==> src/rtl/pidc_pkg.sv <==
// Shared types for the duplicate packet id cache.
package pidc_pkg;

    // Requested operation
    typedef enum logic [1:0] {
        ACT_PUT  = 2'd0,
        ACT_GET  = 2'd1,
        ACT_SET  = 2'd2,
        ACT_NONE = 2'd3
    } t_action;

    // Controller states
    typedef enum logic {
        ST_IDLE,
        ST_RUN
    } t_state;

    // Query held steady for the whole walk down the chain
    typedef struct packed {
        t_action     action;
        logic [23:0] key;
        logic [31:0] now;
    } t_query;

    // Result gathered as the token passes the cells
    typedef struct packed {
        logic        found;
        logic        ovalid;
        logic [7:0]  conn;
        logic [31:0] sent_ms;
    } t_acc;

    // Ring write issued at the end of a put miss
    typedef struct packed {
        logic        en;
        logic [23:0] key;
        logic [7:0]  conn;
    } t_write;

endpackage

==> src/rtl/pidc_cell.sv <==
// One cache entry: key compare, held handle, send time, token hand-on.
module pidc_cell #(
    parameter int SLOT_W = 10,
    parameter int INDEX  = 0
) (
    input  logic            i_clk,
    input  logic            i_rst_n,
    input  pidc_pkg::t_query i_query,
    input  pidc_pkg::t_write i_write,
    input  logic [SLOT_W-1:0] i_slot,
    input  logic            i_tok,
    input  pidc_pkg::t_acc  i_acc,
    output logic            o_tok,
    output pidc_pkg::t_acc  o_acc
);

    logic        r_valid;
    logic [23:0] r_key;
    logic        r_held;
    logic [7:0]  r_conn;
    logic [31:0] r_time;
    logic        r_tok;
    pidc_pkg::t_acc r_acc;
    pidc_pkg::t_acc n_acc;
    logic        hit;
    logic        wr_here;

    assign hit     = i_tok && r_valid && (r_key == i_query.key);
    assign wr_here = i_write.en && (i_slot == SLOT_W'(INDEX));

    // Merge this entry into the passing result word
    always_comb begin
        n_acc = i_acc;
        if (hit) begin
            n_acc.found = 1'b1;
            if (i_query.action == pidc_pkg::ACT_GET && r_held) begin
                n_acc.ovalid  = 1'b1;
                n_acc.conn    = r_conn;
                n_acc.sent_ms = r_time;
            end
        end
    end

    // Control: valid bit and token
    always_ff @(posedge i_clk) begin
        if (!i_rst_n) begin
            r_valid <= 1'b0;
            r_tok   <= 1'b0;
        end else begin
            r_tok <= i_tok;
            if (wr_here) begin
                r_valid <= 1'b1;
            end
        end
    end

    // Entry payload and result register
    always_ff @(posedge i_clk) begin
        r_acc <= n_acc;
        if (wr_here) begin
            r_key  <= i_write.key;
            r_held <= 1'b1;
            r_conn <= i_write.conn;
            r_time <= 32'd0;
        end else if (hit) begin
            if (i_query.action == pidc_pkg::ACT_GET) begin
                r_held <= 1'b0;
            end else if (i_query.action == pidc_pkg::ACT_SET) begin
                r_time <= i_query.now;
            end
        end
    end

    assign o_tok = r_tok;
    assign o_acc = r_acc;

endmodule

==> config.mk <==
export PLATFORM = sky130hd
export DESIGN_NAME = pidc_cell
export DESIGN_NICKNAME = d
export VERILOG_FILES = /design/src/rtl/pidc_pkg.sv /design/src/rtl/pidc_cell.sv
export SDC_FILE = /design/constraint.sdc
export NUM_CORES = 1
export LEC_CHECK = 0
export BUFFER_PORTS_ARGS = -buffer_cell sky130_fd_sc_hd__buf_2
export CORE_ASPECT_RATIO = 1.5
export CORE_UTILIZATION = 41
export DETAILED_ROUTE_END_ITERATION = 8
export GPL_ROUTABILITY_DRIVEN = 0
export PLACE_DENSITY = 0.8
export SLEW_MARGIN = 20
export SYNTH_ARGS = -nofsm -noshare
export SYNTH_HDL_FRONTEND = slang
export SYNTH_SLANG_ARGS = --single-unit
==> constraint.sdc <==
create_clock -name i_clk -period 2.5 [get_ports i_clk]
set_clock_uncertainty 0.2 [all_clocks]
set_input_delay 0.5 -clock i_clk [delete_from_list [all_inputs] [get_ports i_clk]]
set_output_delay 0.5 -clock i_clk [all_outputs]
set_load 0.01 [all_outputs]
==> impl_metrics.csv, run 1 <==
group,metric,value,unit
run_status,status,"complete, no violations",
placement,dpl_cell_area,5110,sq um
worst_setup_path,path_common_cell,"buf_12",
flow_run,maxCapViolCount,0,
grt,grt_start_max_net_pins,35,
die,die_area,10140,sq um
sta,relSlewSlack,72.41,%
synthesis,ys_async_sr_fraction,0,%
synthesis,syn_nets,456,
drt,wl_per_cell,14.40,um
worst_setup_path,r2r_setup_slack,80,ps
cells_and_area,final_area,5466,sq um
power,power.density,650.9,nW/um^2
clock_network,htreeDepth,3,
worst_setup_path,r2r_end,"o_acc[25]",
worst_setup_path,start_kind,"flop",
worst_setup_path,worstRegToRegCells,7,
synthesis,synth_top_area_share,38.61,%
sta,finalSetupViolations,0,
sta,worst_slew_pin_slew,410.8,ps
cells_and_area,drive_gt1_share,49.90,%
drt,via_per_inst,4.678,
placement,dp_hpwl,6.760,mm
hold_path,hp-start,"i_write[24]",
clock_network,cts_buffer_depth,2,
sta,hold_violations,0,
hold_path,min_path_cells,1,
placement,portBuffers,188,
drt,antenna_left,0,
worst_setup_path,cpMaxStageDelayCell,"or4_4",
worst_setup_path,cp.required,2520,ps
die,rows,43,
sta,rsz0062_at_grt,"no",
placement,place_ws,-237.4,ps
sta,fin_hold_ws,132.8,ps
drt,wl,8.940,mm
worst_setup_path,crit_family,"simple AND/OR/NAND/NOR gates",
synthesis,synth_common_cells,"77 x dfxtp_1, 65 x nand2_1, 36 x mux2_2",
synthesis,synth_edf_count,32,
hold_path,holdPathEnd,"r_key[16]",
synthesis,yosysUniqueCellTypes,28,
cells_and_area,fin_nets,650,
clock_network,post_cts_resized,0,
power,ir_drop,0.0004389,V
sta,min_period_over_period,96.76,%
drt,drc,0,
worst_setup_path,cp-end-kind,"flop",
synthesis,yosys_warnings,0,
worst_setup_path,crit_fanout,14,
drt,first_pass_iters,3,
synthesis,syn-instance-count,310,
synthesis,synth_seq_area_share,62.68,%
synthesis,avgSynthCellArea,12.88,sq um
die,die_x,82.57,um
worst_setup_path,path_buf_inv,2,
grt,antenna_found_initial,1,
grt,grt_usage,17.73,%
cells_and_area,synthToLayoutAreaGrowth,36.92,%
grt,globalRoute.totalOverflow,0,
die,die_h,122.9,um
drt,drt_iter0_drc,44,
sta,post-route-min-period,2419,ps
clock_network,cts_made_buffers,9,
grt,grt_pass1_vias,3026,
synthesis,ys_top_cells_by_area,"dfxtp_1 39%, edfxtp_1 24%, mux2_2 10%",
power,p_leak,0.002397,uW
synthesis,synth_seq_cells,109,
synthesis,yosysMostFrequentCell,"dfxtp_1",
synthesis,synthFlopType,"dfxtp_1",
hold_path,holdCritPathClass,"input pin to flop",
clock_network,cts_tree,"yes",
die,io_pins,189,
sta,drv_slew,0,
die,coreArea,9361,sq um
clock_network,insertion_delay,340,ps
worst_setup_path,r2r_start,"r_key[10]",
worst_setup_path,crit_chain,"xnor2_1, nand4_1, or4_4, nor3_4, buf_12, buf_12, mux2_2",
sta,fmax,413.4,MHz
synthesis,synth_area_leader_cell,"dfxtp_1",
die,start_util,42.65,%
cells_and_area,diodes,0,
clock_network,cts_sinks,109,
clock_network,cts_root_buffer,"clkbuf_16",
sta,setup_ws,81.11,ps
clock_network,path_clk_slew,70,ps
worst_setup_path,cp.arrival,2440,ps
drt,dr_total_vias,2905,
synthesis,syn_area,3993,sq um
worst_setup_path,path_class,"flop to flop",
worst_setup_path,critPathMaxStageDelay,600,ps
grt,grt_pass1_wl,13.12,mm
cells in the final DEF (no fill, tap or decap), drive strengths merged, types with 4 or more instances in the layout:
cell / n
nor3: 4
mux2i: 32
xnor2: 13
nand2: 65
edfxtp: 32
nor4: 4
xor2: 11
buf: 196
dfxtp: 77
mux2: 40
clkbuf: 14
area by class of cell:
class,count,area [sq um]
clock buffer,13,270.3
clock inverter,3,41.29
fill,791,3895
inverter,2,7.507
multi-input combinational,185,1404
sequential,109,2502
tap,112,140.1
timing repair buffer,197,1101
logic make-up (layout without fill, tap and decap cells):
family / after synthesis / count (layout) / share of synthesized area, %
AND/OR/NAND/NOR: 87 / 87 / 9.965
flip-flops: 109 / 109 / 62.68
XOR/XNOR: 24 / 24 / 5.265
buffers and inverters: 16 / 215 / 2.444
multiplexers: 72 / 72 / 19.30
AO/OA/AOI/OAI: 2 / 2 / 0.3449
per-layer routing:
metal  vias to the layer above  global-route usage, %  part of all wire (%)
met4                         0                  11.85                   4.1
met2                       127                  31.71                    54
li1                       1447                      -                     -
met5                         -                      0                     0
met3                        32                  4.610                   6.1
met1                      1299                  17.35                    36
state kept, by name (all words and copies together) (netlist names):
| register | flops |
|---|---|
| o_acc | 42 |
| o_tok | 1 |
| r_conn | 8 |
| r_held | 1 |
| r_key | 24 |
| r_time | 32 |
| r_valid | 1 |
report_power, final:
group / switching, uW / internal (uW) / total [uW]
clock network: 599 / 858 / 1460
logic: 93.6 / 145 / 239
registers: 8.41 / 1850 / 1860
worst max-delay path by stage:
stage                start          to  cells past startpoint
2_1_floorplan  i_query[36]   o_acc[10]                      6
3_3_place_gp   i_query[36]  r_time[18]                      7
3_5_place_dp   i_query[42]   o_acc[25]                      7
4_1_cts          r_key[10]   o_acc[25]                      6
5_1_grt          r_key[10]   o_acc[11]                      7
6_report         r_key[10]   o_acc[25]                      7
through the flow:
stage               total power, uW  util, %  TNS (ps)  cells
floorplan                      1983        -         0    310
global placement               2133    54.58    -10340    603
detailed placement             2143    54.58    -13480    603
CTS                            3592    57.91         0    619
global route                   3688    58.39         0    621
finish                         3558    58.39         0    621
what timing repair did:
| item | CTS | global route |
|---|---|---|
| pin swaps | 2 | 0 |
| endpoints found under the setup margin | 8 | 9 |
| hold buffers | 0 | 0 |
| gates cloned | 0 | 1 |
| buffers inserted | 0 | 1 |
(Power assumes the default switching activity.)
==> run 2, diff against run 1 <==
--- a/config.mk
+++ b/config.mk
@@ -6,11 +6,13 @@
 export NUM_CORES = 1
 export LEC_CHECK = 0
 export BUFFER_PORTS_ARGS = -buffer_cell sky130_fd_sc_hd__buf_2
+export CELL_PAD_IN_SITES_DETAIL_PLACEMENT = 0
+export CELL_PAD_IN_SITES_GLOBAL_PLACEMENT = 1
 export CORE_ASPECT_RATIO = 1.5
-export CORE_UTILIZATION = 41
+export CORE_UTILIZATION = 31
 export DETAILED_ROUTE_END_ITERATION = 8
 export GPL_ROUTABILITY_DRIVEN = 0
-export PLACE_DENSITY = 0.8
+export PLACE_DENSITY = 0.79
 export SLEW_MARGIN = 20
 export SYNTH_ARGS = -nofsm -noshare
 export SYNTH_HDL_FRONTEND = slang
==> impl_metrics.csv, run 2 (synthesis results as in run 1) <==
group,metric,value,unit
worst_setup_path,cp.required,2530,ps
sta,worst_slew_pin_slew,340.3,ps
grt,globalRoute.totalOverflow,0,
power,total_power,3431,uW
cells_and_area,fin_nets,652,
drt,wl_per_cell,13.52,um
cells_and_area,largest_reg_flops,42,
sta,hold_violations,0,
die,io_pins,189,
worst_setup_path,cp-startpoint,"r_key[9]",
sta,fmax,422.3,MHz
cells_and_area,mostFrequentLayoutCell,"buf_2",
grt,grt_pass1_wl,13.59,mm
drt,drc,0,
grt,grt_start_max_net_pins,37,
power,p_leak,0.002390,uW
hold_path,holdCritPathClass,"input pin to flop",
clock_network,cts_root_buffer,"clkbuf_16",
clock_network,insertion_delay,340,ps
cells_and_area,diodes,0,
run_status,status,"complete, no violations",
die,die_x,94.66,um
cells_and_area,final_cell_mix,"188 x buf_2, 77 x dfxtp_1, 65 x nand2_1",
drt,via_per_inst,4.343,
worst_setup_path,start_kind,"flop",
cells_and_area,utilization,44.07,%
drt,dr_total_vias,2897,
die,die_h,141.0,um
drt,first_pass_iters,4,
cells_and_area,fillers,1224,
sta,fin_hold_ws,132.6,ps
worst_setup_path,worstRegToRegCells,7,
grt,grt_usage,13.45,%
clock_network,htreeDepth,3,
drt,drt_iter0_drc,33,
worst_setup_path,cp.arrival,2400,ps
grt,antenna_found_initial,0,
sta,relSlewSlack,77.00,%
clock_network,cts_made_buffers,9,
sta,post-route-min-period,2368,ps
worst_setup_path,cp-end-kind,"flop",
drt,dr_wl_met2,4.690,mm
power,power.density,622.1,nW/um^2
die,rows,50,
grt,grt_pass1_vias,2966,
clock_network,cts_sinks,109,
clock_network,cts_buffer_depth,2,
worst_setup_path,crit_fanout,17,
placement,portBuffers,188,
power,ir_drop,0.0002868,V
placement,dp_hpwl,6.806,mm
worst_setup_path,r2r_end,"o_acc[23]",
cells_and_area,drive_gt1_share,50.29,%
worst_setup_path,cp-endpoint,"o_acc[23]",
worst_setup_path,path_class,"flop to flop",
worst_setup_path,r2r_setup_slack,130,ps
drt,wl,9.016,mm
die,start_util,31.91,%
cells_and_area,synthToLayoutAreaGrowth,38.11,%
drt,antenna_left,0,
sta,finalSetupViolations,0,
die,coreArea,12510,sq um
clock_network,path_clk_slew,70,ps
drt,topRoutingLayerUsed,"met4",
flow_run,maxCapViolCount,0,
drt,dr_wl_met3,600,um
die,die_area,13350,sq um
worst_setup_path,r2r_start,"r_key[9]",
sta,drv_slew,0,
sta,min_period_over_period,94.72,%
clock_network,cts_tree,"yes",
drt,met1Wirelength,3.462,mm
==> run 2: layer usage <==
metal  vias to the layer above  GRT usage, %
met5                         -             0
met4                         0         7.496
met3                        19         3.182
met2                       121         23.93
met1                      1304         14.20
li1                       1453             -
==> run 2: stage by stage <==
stage / instances / area, sq um / setup TNS [ps] / worst slack, ps
detailed placement: 649 / 5180 / -12650 / -221.2
floorplan: 310 / 3993 / 0 / 36.14
global route: 667 / 5514 / -100.4 / -18.35
finish: 667 / 5514 / 0 / 132.0
global placement: 649 / 5180 / -12660 / -199.1
CTS: 665 / 5461 / 0 / 7.290
==> run 2: repair_timing <==
item	4_1_cts	5_1_grt
endpoints found under the setup margin	1	72
hold buffers	0	0
gates resized for setup	1	1
cloned	0	1
pin swaps	0	3
setup buffers	0	1
==> run 2: worst max-delay path, stage by stage (launching register included) <==
cell	delay, ps
edfxtp_1	410
xnor2_2	150
nand3_1	90
or4_4	590
nor3_4	170
buf_12	150
buf_12	160
mux2_2	340
==> run 2: where the power goes <==
group / switching (uW) / internal, uW
Sequential: 9.37 / 1850
Clock: 626 / 704
Combinational: 91.8 / 146
==> run 2: worst min path at each step <==
stage	endpoint	cells after the start	slack (ps)	from
3_5_place_dp	r_time[7]	2	250	r_time[7]
5_1_grt	r_key[5]	1	110	i_write[13]
2_1_floorplan	r_time[0]	2	230	r_time[0]
4_1_cts	r_conn[4]	1	110	i_write[4]
3_3_place_gp	o_acc[38]	1	230	r_conn[6]
6_report	r_conn[4]	1	130	i_write[4]
==> run 2: cell type report <==
type                            instances  area [sq um]  share of cell area, %
Clock buffer                           11         242.7                  4.402
Tap cell                              156         195.2                  3.540
Inverter                                2         7.507                 0.1361
Sequential cell                       109          2502                  45.38
Clock inverter                          5         35.03                 0.6354
Multi-Input combinational cell        185          1411                  25.60
Timing Repair Buffer                  199          1120                  20.31
